==> src/rtl/core/sfrd_pkg.sv <==
// ----------------------------------------------------------------------------
// sfrd_pkg
// Shared constants, codes and types of the sensor frame receiver and decoder.
// ----------------------------------------------------------------------------
package sfrd_pkg;

    // Frame geometry: two header bytes, type, length, payload, checksum
    localparam int MAX_FRAME = 20;
    localparam int PAY_BYTES = MAX_FRAME - 4;          // payload plus checksum
    localparam int POS_W     = (PAY_BYTES > 1) ? $clog2(PAY_BYTES) : 1;
    localparam int LEN_LIMIT = MAX_FRAME - 5;          // largest legal length byte
    localparam logic [7:0] LEN_LIMIT_B = 8'(LEN_LIMIT);
    localparam logic [7:0] HDR_BYTE    = 8'h5A;

    // Decode window: at least four bytes so the widest field always fits
    localparam int DEC_BYTES = (PAY_BYTES > 4) ? PAY_BYTES : 4;
    localparam int DEC_W     = DEC_BYTES * 8;

    // Field select bits of the type byte
    localparam int MB_TEMP  = 0;
    localparam int MB_HUM   = 1;
    localparam int MB_PRESS = 2;
    localparam int MB_IAQ   = 3;
    localparam int MB_GAS   = 4;
    localparam int MB_ALT   = 5;

    // Event queue between front and back
    localparam int QDEPTH = 2;
    localparam int QPTR_W = (QDEPTH > 1) ? $clog2(QDEPTH) : 1;
    localparam int QCNT_W = $clog2(QDEPTH + 1);

    typedef enum logic [1:0] {
        ST_GOOD     = 2'd0,
        ST_BAD_SUM  = 2'd1,
        ST_TOO_LONG = 2'd2
    } t_status;

    typedef enum logic [2:0] {
        PH_HUNT1,
        PH_HUNT2,
        PH_TYPE,
        PH_LEN,
        PH_BODY
    } t_phase;

    // One finished frame; payload byte 0 sits in the top bits
    typedef struct packed {
        t_status                    status;
        logic [7:0]                 mask;
        logic [PAY_BYTES*8-1:0]     payload;
    } t_frame_evt;

endpackage

==> src/rtl/core/sfrd_in_if.sv <==
// ----------------------------------------------------------------------------
// sfrd_in_if
// Receive byte channel: valid/ready handshake carrying one serial byte.
// ----------------------------------------------------------------------------
interface sfrd_in_if;
    logic       valid;
    logic       ready;
    logic [7:0] rx_byte;

    modport source (output valid, output rx_byte, input ready);
    modport sink   (input valid, input rx_byte, output ready);
endinterface

==> src/rtl/core/sfrd_out_if.sv <==
// ----------------------------------------------------------------------------
// sfrd_out_if
// Decoded frame channel: valid/ready handshake carrying one frame result.
// ----------------------------------------------------------------------------
interface sfrd_out_if;
    logic               valid;
    logic               ready;
    logic [1:0]         frame_status;
    logic [7:0]         field_mask;
    logic signed [15:0] temperature;
    logic [15:0]        humidity;
    logic [23:0]        pressure;
    logic [11:0]        air_quality;
    logic [3:0]         air_quality_accuracy;
    logic [31:0]        gas_resistance;
    logic signed [15:0] altitude;

    modport source (output valid, output frame_status, output field_mask,
                    output temperature, output humidity, output pressure,
                    output air_quality, output air_quality_accuracy,
                    output gas_resistance, output altitude, input ready);
    modport sink   (input valid, input frame_status, input field_mask,
                    input temperature, input humidity, input pressure,
                    input air_quality, input air_quality_accuracy,
                    input gas_resistance, input altitude, output ready);
endinterface

==> src/rtl/core/sensor_frame_receive_decode.sv <==
// ----------------------------------------------------------------------------
// sensor_frame_receive_decode
// Serial sensor frame receiver: header hunt, length check, additive checksum
// and field decode in type-mask order.
// ----------------------------------------------------------------------------
// Takes one received byte per clock. A frame is two 0x5A header bytes, a
// type byte (field mask), a length byte, that many payload bytes and an
// 8-bit checksum over all bytes before it. The checksum byte, or a length
// byte declaring more than a 20-byte frame, produces one result; the result
// passes through the event queue and then the registered result stage.
// Finished frames wait in a two-entry event queue between the byte front end
// and the decode stage, so input is refused only when that queue is full,
// which takes a stalled output with two further frame events behind it.
// No clearing pass runs after reset.
module sensor_frame_receive_decode import sfrd_pkg::*; (
    input  logic        i_clk,
    input  logic        i_rst_n,
    sfrd_in_if.sink     i_rx,
    sfrd_out_if.source  o_res
);

    logic       push, q_ready, q_valid, pop;
    t_frame_evt push_evt, head_evt;

    // Byte front end
    sfrd_front u_front (
        .i_clk     (i_clk),
        .i_rst_n   (i_rst_n),
        .i_rx      (i_rx),
        .i_q_ready (q_ready),
        .o_push    (push),
        .o_evt     (push_evt)
    );

    // Frame event queue
    sfrd_queue u_queue (
        .i_clk   (i_clk),
        .i_rst_n (i_rst_n),
        .i_push  (push),
        .i_evt   (push_evt),
        .o_ready (q_ready),
        .o_valid (q_valid),
        .o_evt   (head_evt),
        .i_pop   (pop)
    );

    // Decode and result stage
    sfrd_back u_back (
        .i_clk   (i_clk),
        .i_rst_n (i_rst_n),
        .i_valid (q_valid),
        .i_evt   (head_evt),
        .o_pop   (pop),
        .o_res   (o_res)
    );

endmodule

==> src/rtl/core/sfrd_front.sv <==
// ----------------------------------------------------------------------------
// sfrd_front
// Header hunt, length check, running checksum and payload capture. Pushes
// one event per finished or rejected frame.
// ----------------------------------------------------------------------------
module sfrd_front import sfrd_pkg::*; (
    input  logic        i_clk,
    input  logic        i_rst_n,
    sfrd_in_if.sink     i_rx,
    input  logic        i_q_ready,
    output logic        o_push,
    output t_frame_evt  o_evt
);

    t_phase             r_phase, n_phase;
    logic [7:0]         r_sum, n_sum;
    logic [7:0]         r_mask, n_mask;
    logic [POS_W-1:0]   r_len, n_len;
    logic [POS_W-1:0]   r_pos, n_pos;
    logic [7:0]         r_pay [PAY_BYTES];
    logic [7:0]         n_pay [PAY_BYTES];
    logic               accept;
    logic [7:0]         b;

    // Take a byte whenever the event queue has room
    assign i_rx.ready = i_q_ready;
    assign accept     = i_rx.valid && i_q_ready;
    assign b          = i_rx.rx_byte;

    // State register
    always_ff @(posedge i_clk) begin
        if (!i_rst_n) begin
            r_phase <= PH_HUNT1;
            r_sum   <= '0;
        end else begin
            r_phase <= n_phase;
            r_sum   <= n_sum;
        end
    end

    // Frame fields and payload bytes
    always_ff @(posedge i_clk) begin
        r_mask <= n_mask;
        r_len  <= n_len;
        r_pos  <= n_pos;
        for (int k = 0; k < PAY_BYTES; k++) begin
            r_pay[k] <= n_pay[k];
        end
    end

    // Classify the received byte and advance the frame state
    always_comb begin
        n_phase      = r_phase;
        n_sum        = r_sum;
        n_mask       = r_mask;
        n_len        = r_len;
        n_pos        = r_pos;
        o_push       = 1'b0;
        o_evt.status = ST_GOOD;
        o_evt.mask   = r_mask;
        for (int k = 0; k < PAY_BYTES; k++) begin
            n_pay[k] = r_pay[k];
        end
        if (accept) begin
            case (r_phase)
                PH_HUNT1: begin
                    if (b == HDR_BYTE) begin
                        n_sum   = b;
                        n_phase = PH_HUNT2;
                    end
                end
                PH_HUNT2: begin
                    if (b == HDR_BYTE) begin
                        n_sum   = r_sum + b;
                        n_phase = PH_TYPE;
                    end else begin
                        n_sum   = '0;
                        n_phase = PH_HUNT1;
                    end
                end
                PH_TYPE: begin
                    n_mask  = b;
                    n_sum   = r_sum + b;
                    n_phase = PH_LEN;
                end
                PH_LEN: begin
                    if (b > LEN_LIMIT_B) begin
                        // drop the frame at once and report it too long
                        o_push       = 1'b1;
                        o_evt.status = ST_TOO_LONG;
                        n_sum        = '0;
                        n_phase      = PH_HUNT1;
                    end else begin
                        n_len   = b[POS_W-1:0];
                        n_pos   = '0;
                        n_sum   = r_sum + b;
                        n_phase = PH_BODY;
                        // clear so bytes past the frame end read zero
                        for (int k = 0; k < PAY_BYTES; k++) begin
                            n_pay[k] = '0;
                        end
                    end
                end
                PH_BODY: begin
                    for (int k = 0; k < PAY_BYTES; k++) begin
                        if (r_pos == POS_W'(k)) begin
                            n_pay[k] = b;
                        end
                    end
                    if (r_pos == r_len) begin
                        // checksum byte closes the frame
                        o_push       = 1'b1;
                        o_evt.status = (r_sum == b) ? ST_GOOD : ST_BAD_SUM;
                        n_sum        = '0;
                        n_phase      = PH_HUNT1;
                    end else begin
                        n_sum = r_sum + b;
                        n_pos = r_pos + 1'b1;
                    end
                end
                default: begin
                    n_sum   = '0;
                    n_phase = PH_HUNT1;
                end
            endcase
        end
        for (int k = 0; k < PAY_BYTES; k++) begin
            o_evt.payload[(PAY_BYTES-1-k)*8 +: 8] = n_pay[k];
        end
    end

`ifndef SYNTHESIS
    a_push_phase: assert property (@(posedge i_clk) disable iff (!i_rst_n)
        o_push |-> (r_phase == PH_LEN || r_phase == PH_BODY))
        else $error("frame event pushed outside length or body phase");

    a_pos_bound: assert property (@(posedge i_clk) disable iff (!i_rst_n)
        (r_phase == PH_BODY) |-> (r_pos <= r_len))
        else $error("payload position ran past the declared length");

    a_push_restart: assert property (@(posedge i_clk) disable iff (!i_rst_n)
        o_push |=> (r_phase == PH_HUNT1 && r_sum == 8'h00))
        else $error("hunting did not restart after a frame event");
`endif

endmodule

==> src/rtl/core/sfrd_queue.sv <==
// ----------------------------------------------------------------------------
// sfrd_queue
// Short register queue of frame events between the front and the back.
// ----------------------------------------------------------------------------
module sfrd_queue import sfrd_pkg::*; (
    input  logic        i_clk,
    input  logic        i_rst_n,
    input  logic        i_push,
    input  t_frame_evt  i_evt,
    output logic        o_ready,
    output logic        o_valid,
    output t_frame_evt  o_evt,
    input  logic        i_pop
);

    t_frame_evt         r_mem [QDEPTH];
    logic [QPTR_W-1:0]  r_wp, n_wp;
    logic [QPTR_W-1:0]  r_rp, n_rp;
    logic [QCNT_W-1:0]  r_cnt, n_cnt;
    logic               do_push, do_pop;

    assign o_ready = (r_cnt != QCNT_W'(QDEPTH));
    assign o_valid = (r_cnt != '0);
    assign o_evt   = r_mem[r_rp];
    assign do_push = i_push && o_ready;
    assign do_pop  = i_pop && o_valid;

    // Advance pointers and fill count
    always_comb begin
        n_wp  = r_wp;
        n_rp  = r_rp;
        n_cnt = r_cnt;
        if (do_push) begin
            n_wp = (r_wp == QPTR_W'(QDEPTH - 1)) ? '0 : r_wp + 1'b1;
        end
        if (do_pop) begin
            n_rp = (r_rp == QPTR_W'(QDEPTH - 1)) ? '0 : r_rp + 1'b1;
        end
        if (do_push && !do_pop) begin
            n_cnt = r_cnt + 1'b1;
        end else if (do_pop && !do_push) begin
            n_cnt = r_cnt - 1'b1;
        end
    end

    always_ff @(posedge i_clk) begin
        if (!i_rst_n) begin
            r_wp  <= '0;
            r_rp  <= '0;
            r_cnt <= '0;
        end else begin
            r_wp  <= n_wp;
            r_rp  <= n_rp;
            r_cnt <= n_cnt;
        end
    end

    // Hold event entries
    always_ff @(posedge i_clk) begin
        if (do_push) begin
            r_mem[r_wp] <= i_evt;
        end
    end

`ifndef SYNTHESIS
    a_no_overflow: assert property (@(posedge i_clk) disable iff (!i_rst_n)
        i_push |-> o_ready)
        else $error("frame event pushed into a full queue");
`endif

endmodule

==> src/rtl/core/sfrd_back.sv <==
// ----------------------------------------------------------------------------
// sfrd_back
// Field decode in mask order and the registered result stage.
// ----------------------------------------------------------------------------
module sfrd_back import sfrd_pkg::*; (
    input  logic        i_clk,
    input  logic        i_rst_n,
    input  logic        i_valid,
    input  t_frame_evt  i_evt,
    output logic        o_pop,
    sfrd_out_if.source  o_res
);

    logic               r_oval;
    t_status            r_status;
    logic [7:0]         r_mask;
    logic [15:0]        r_temp, n_temp;
    logic [15:0]        r_hum, n_hum;
    logic [23:0]        r_press, n_press;
    logic [11:0]        r_iaq, n_iaq;
    logic [3:0]         r_acc, n_acc;
    logic [31:0]        r_gas, n_gas;
    logic [15:0]        r_alt, n_alt;
    logic [DEC_W-1:0]   v;

    // Refill the result stage when it is empty or being taken
    assign o_pop = i_valid && (!r_oval || o_res.ready);

    // Walk the payload: each selected field takes the top bytes, then shifts
    always_comb begin
        v       = DEC_W'(i_evt.payload) << ((DEC_BYTES - PAY_BYTES) * 8);
        n_temp  = '0;
        n_hum   = '0;
        n_press = '0;
        n_iaq   = '0;
        n_acc   = '0;
        n_gas   = '0;
        n_alt   = '0;
        if (i_evt.mask[MB_TEMP]) begin
            n_temp = v[DEC_W-1 -: 16];
            v      = v << 16;
        end
        if (i_evt.mask[MB_HUM]) begin
            n_hum = v[DEC_W-1 -: 16];
            v     = v << 16;
        end
        if (i_evt.mask[MB_PRESS]) begin
            n_press = v[DEC_W-1 -: 24];
            v       = v << 24;
        end
        if (i_evt.mask[MB_IAQ]) begin
            n_acc = v[DEC_W-1 -: 4];
            n_iaq = v[DEC_W-5 -: 12];
            v     = v << 16;
        end
        if (i_evt.mask[MB_GAS]) begin
            n_gas = v[DEC_W-1 -: 32];
            v     = v << 32;
        end
        if (i_evt.mask[MB_ALT]) begin
            n_alt = v[DEC_W-1 -: 16];
        end
        // failed frames carry only status and mask
        if (i_evt.status != ST_GOOD) begin
            n_temp  = '0;
            n_hum   = '0;
            n_press = '0;
            n_iaq   = '0;
            n_acc   = '0;
            n_gas   = '0;
            n_alt   = '0;
        end
    end

    always_ff @(posedge i_clk) begin
        if (!i_rst_n) begin
            r_oval <= 1'b0;
        end else if (o_pop) begin
            r_oval <= 1'b1;
        end else if (o_res.ready) begin
            r_oval <= 1'b0;
        end
    end

    // Load the result payload
    always_ff @(posedge i_clk) begin
        if (o_pop) begin
            r_status <= i_evt.status;
            r_mask   <= i_evt.mask;
            r_temp   <= n_temp;
            r_hum    <= n_hum;
            r_press  <= n_press;
            r_iaq    <= n_iaq;
            r_acc    <= n_acc;
            r_gas    <= n_gas;
            r_alt    <= n_alt;
        end
    end

    assign o_res.valid                = r_oval;
    assign o_res.frame_status         = r_status;
    assign o_res.field_mask           = r_mask;
    assign o_res.temperature          = r_temp;
    assign o_res.humidity             = r_hum;
    assign o_res.pressure             = r_press;
    assign o_res.air_quality          = r_iaq;
    assign o_res.air_quality_accuracy = r_acc;
    assign o_res.gas_resistance       = r_gas;
    assign o_res.altitude             = r_alt;

`ifndef SYNTHESIS
    a_fail_zero: assert property (@(posedge i_clk) disable iff (!i_rst_n)
        (r_oval && r_status != ST_GOOD) |->
        (r_temp == '0 && r_hum == '0 && r_press == '0 && r_iaq == '0 &&
         r_acc == '0 && r_gas == '0 && r_alt == '0))
        else $error("failed frame result carries field data");
`endif

endmodule

==> src/flat_wrapper.sv <==
// flat-port wrapper written by rule: the top's interface ports become plain ports
module sensor_frame_receive_decode_flat import sfrd_pkg::*;
  (i_clk, i_rst_n, i_rx_valid, i_rx_rx_byte, i_rx_ready, o_res_valid, o_res_frame_status, o_res_field_mask, o_res_temperature, o_res_humidity, o_res_pressure, o_res_air_quality, o_res_air_quality_accuracy, o_res_gas_resistance, o_res_altitude, o_res_ready);
  sfrd_in_if i_rx_i ();
  sfrd_out_if o_res_i ();
  input  logic i_clk;
  input  logic i_rst_n;
  input wire logic [$bits(i_rx_i.valid)-1:0] i_rx_valid;
  input wire logic [$bits(i_rx_i.rx_byte)-1:0] i_rx_rx_byte;
  output wire logic [$bits(i_rx_i.ready)-1:0] i_rx_ready;
  output wire logic [$bits(o_res_i.valid)-1:0] o_res_valid;
  output wire logic [$bits(o_res_i.frame_status)-1:0] o_res_frame_status;
  output wire logic [$bits(o_res_i.field_mask)-1:0] o_res_field_mask;
  output wire logic [$bits(o_res_i.temperature)-1:0] o_res_temperature;
  output wire logic [$bits(o_res_i.humidity)-1:0] o_res_humidity;
  output wire logic [$bits(o_res_i.pressure)-1:0] o_res_pressure;
  output wire logic [$bits(o_res_i.air_quality)-1:0] o_res_air_quality;
  output wire logic [$bits(o_res_i.air_quality_accuracy)-1:0] o_res_air_quality_accuracy;
  output wire logic [$bits(o_res_i.gas_resistance)-1:0] o_res_gas_resistance;
  output wire logic [$bits(o_res_i.altitude)-1:0] o_res_altitude;
  input wire logic [$bits(o_res_i.ready)-1:0] o_res_ready;
  assign i_rx_i.valid = i_rx_valid;
  assign i_rx_i.rx_byte = i_rx_rx_byte;
  assign i_rx_ready = i_rx_i.ready;
  assign o_res_valid = o_res_i.valid;
  assign o_res_frame_status = o_res_i.frame_status;
  assign o_res_field_mask = o_res_i.field_mask;
  assign o_res_temperature = o_res_i.temperature;
  assign o_res_humidity = o_res_i.humidity;
  assign o_res_pressure = o_res_i.pressure;
  assign o_res_air_quality = o_res_i.air_quality;
  assign o_res_air_quality_accuracy = o_res_i.air_quality_accuracy;
  assign o_res_gas_resistance = o_res_i.gas_resistance;
  assign o_res_altitude = o_res_i.altitude;
  assign o_res_i.ready = o_res_ready;
  sensor_frame_receive_decode u_core (.i_clk(i_clk), .i_rst_n(i_rst_n), .i_rx(i_rx_i), .o_res(o_res_i));
endmodule
==> config.mk <==
export PLATFORM = sky130hd
export DESIGN_NAME = sensor_frame_receive_decode_flat
export DESIGN_NICKNAME = d
export VERILOG_FILES = /design/src/rtl/core/sfrd_pkg.sv /design/src/rtl/core/sfrd_in_if.sv /design/src/rtl/core/sfrd_out_if.sv /design/src/rtl/core/sensor_frame_receive_decode.sv /design/src/rtl/core/sfrd_front.sv /design/src/rtl/core/sfrd_queue.sv /design/src/rtl/core/sfrd_back.sv /design/src/flat_wrapper.sv
export SDC_FILE = /design/constraint.sdc
export NUM_CORES = 1
export LEC_CHECK = 0
export ABC_CLOCK_PERIOD_IN_PS = 15600
export BUFFER_PORTS_ARGS = -buffer_cell sky130_fd_sc_hd__clkbuf_2
export CORE_ASPECT_RATIO = 0.8
export CORE_UTILIZATION = 25
export DETAILED_ROUTE_END_ITERATION = 10
export PLACE_DENSITY = 0.45
export SLEW_MARGIN = 20
export SYNTH_ARGS = -nofsm -noshare
export SYNTH_HDL_FRONTEND = slang
export SYNTH_HIERARCHICAL = 1
export SYNTH_SLANG_ARGS = --single-unit
==> constraint.sdc <==
create_clock -name i_clk -period 15.6 [get_ports i_clk]
set_input_delay 3.12 -clock i_clk [delete_from_list [all_inputs] [get_ports i_clk]]
set_output_delay 3.12 -clock i_clk [all_outputs]
set_load 0.01 [all_outputs]
==> out/results.ini <==
[yosys]
synth.cell_area_um2=24300
syn-num-nets=1599
syn_avg_cell_area_um2=15.4
ys_warn_count=6
netlist_instances=1574

[cells_and_area]
area_growth_pct=15.0
fillers=9536
nNetsFinal=1713
drive_above_1_share_pct=28.2
layout.cell_area.non_filler_um2=28000

[detailed_routing]
vias=14300
drt_iter0_drc=1313
post-route-drc-count=0
vias_per_cell=4.74
ant_nets=0
drt_wl_total_um=71300
drt-wirelength-per-cell_um=23.6
drt_pass1_iterations=5

[sta]
relSlewSlack_pct=27.5
report.final.setup_viol=0
worst_pin_slew_ps=1090
final-max-slew-violation-count=0
rsz0062_at_grt=no
finalSetupTns_ps=0
fin_crit_ps=6200
fmax_ghz=0.161
hold_viol=0
whs_ps=446
finClkSkew_ps=31.0
period_share_pct=39.7

[global_route]
antenna_found_initial=4
grt_max_degree=81
grt_pass1_vias=13900
grt-ovfl-total=0
grt_pass1_wl_um=102000
grt.total_usage_pct=14.2

[die]
die_w_um=351
core_area_um2=95700
pin_count=144
dieArea_um2=98500
dieHeight_um=281
start_util_pct=25.4
rows=101

[place]
routabilityCongestion=0.807
placed_area_um2=26100
portBuffers=143
dpl.hpwl_um=50900

[power]
cellPowerDensity_nw_per_um2=104
intPower_uw=2320
irDropWorstVdd_uv=85.3
clock_power_share_pct=46.7
swShare_pct=20.0
p_leak_uw=0.00903
switching_power_uw=580
pwr-share-comb_pct=0.5
pwr-share-seq_pct=52.9

[min_path]
holdCritPathClass=register to register

[critical_path]
arrival_ps=6420
cp_num_buf_inv=3
crit_fanout=71
crit_type=input pin to register
critPathTopFamily=buffers and inverters
cpMaxStageDelayCell=buf_4
startpoint_type=input pin
cpPeakStageDelay_ps=860
cp.required_ps=15820
critPathCaptureType=register
crit_chain=clkbuf_2 -> and2_1 -> nand3_1 -> o21ai_0 -> nand3b_1 -> inv_4 -> buf_4

[cts]
ctsHoldBuffers=0
root_buffer=clkbuf_16
cts_tree=built
cts_resized=0
numCtsBuffers=55
clk_latency_ps=620
htreeDepth=2
cts.path.max_buffers=3
post_cts_buffers=0
clock_sinks=543
clk_pin_slew_worst_paths_ps=60

[run]
drv.max_cap_violation_count=0

[run_status]
status=finished, final reports clean

worst register-to-register path, delay by kind of cell (launching register included):
kind	cells	cell delay (ps)
AO/OA/AOI/OAI	1	440
AND/OR/NAND/NOR	4	1240
flip-flops	1	430
buffers and inverters	2	1740
final cells by class:
cell class	count	area (um^2)	area share (%)
clock inverter	38	408	1.46
multi-input combinational	912	8620	30.8
inverter	13	51.3	0.184
timing repair buffer	163	878	3.14
clock buffer	66	1450	5.18
antenna	1	2.50	0.00895
tap	1287	1610	5.76
sequential	543	14900	53.4
path summary, 6_finish.rpt:
check                                         startpoint                      endpoint  slack [ps]  cells after the start
worst min register to register  u_core/u_front/r_mask[4]  u_core/u_queue/r_mem[1][132]         450                      0
worst max register to register   u_core/u_queue/r_cnt[0]   u_core/u_queue/r_mem[0][48]       11330                      7
worst max-delay path                          i_rx_valid   u_core/u_queue/r_mem[0][48]        9400                      7
worst min-delay path            u_core/u_front/r_mask[4]  u_core/u_queue/r_mem[1][132]         450                      0
state kept, by name (all words and copies together), names as in the netlist, 3 cells and up, named ones only:
signal and flops:
u_core/u_back/o_res.humidity 16, u_core/u_front/r_pos 4, u_core/u_queue/r_mem 260, u_core/u_back/o_res.air_quality_accuracy 4, u_core/u_front/r_mask 8, u_core/u_back/o_res.pressure 24, u_core/u_back/o_res.field_mask 8, u_core/u_front/r_phase 3
u_core/u_back/o_res.gas_resistance 32, u_core/u_back/o_res.temperature 16, u_core/u_back/o_res.altitude 16, u_core/u_front/r_len 4, u_core/u_front/r_sum 8, u_core/u_front/r_pay 120, u_core/u_back/o_res.air_quality 12
power groups by stage:
stage	Combinational, uW	Sequential (uW)	Clock [uW]
3_5_place_dp	13.4	1560	0
5_1_grt	14.7	1530	1440
6_report	13.3	1530	1350
3_3_place_gp	13.1	1560	0
2_1_floorplan	6.73	1560	0
4_1_cts	13.4	1530	1390
layer usage:
layer	vias up	share of wire, %	GRT usage (%)	routed length [um]
met5	-	0	0	0
met4	0	2.8	4.43	1990
met3	83	6.7	2.01	4790
met2	487	42	20.4	29700
met1	7271	49	21.7	34800
li1	6479	-	-	-
layout by cell type (no fill, tap or decap), types with 55 or more instances in the layout:
cell type and instances:
nand2_1 77, mux2i_1 100, edfxtp_1 406, mux4_2 63, o2bb2ai_1 120, clkbuf_16 55, mux2_2 135, nor2_1 71
clkbuf_2 143, dfxtp_1 136
through the flow:
| step | setup slack, ps | cells | utilization (%) | total power [uW] |
|---|---|---|---|---|
| 4_1_cts | 9420 | 3021 | 29.2 | 2930 |
| 2_1_floorplan | 4810 | 1574 | - | 1570 |
| 3_3_place_gp | 8820 | 2917 | 27.2 | 1580 |
| 5_1_grt | 9180 | 3022 | 29.2 | 2990 |
| 6_report | 9400 | 3023 | 29.2 | 2900 |
| 3_5_place_dp | 8780 | 2917 | 27.3 | 1580 |
No activity file was read; power rests on OpenSTA's default activity.
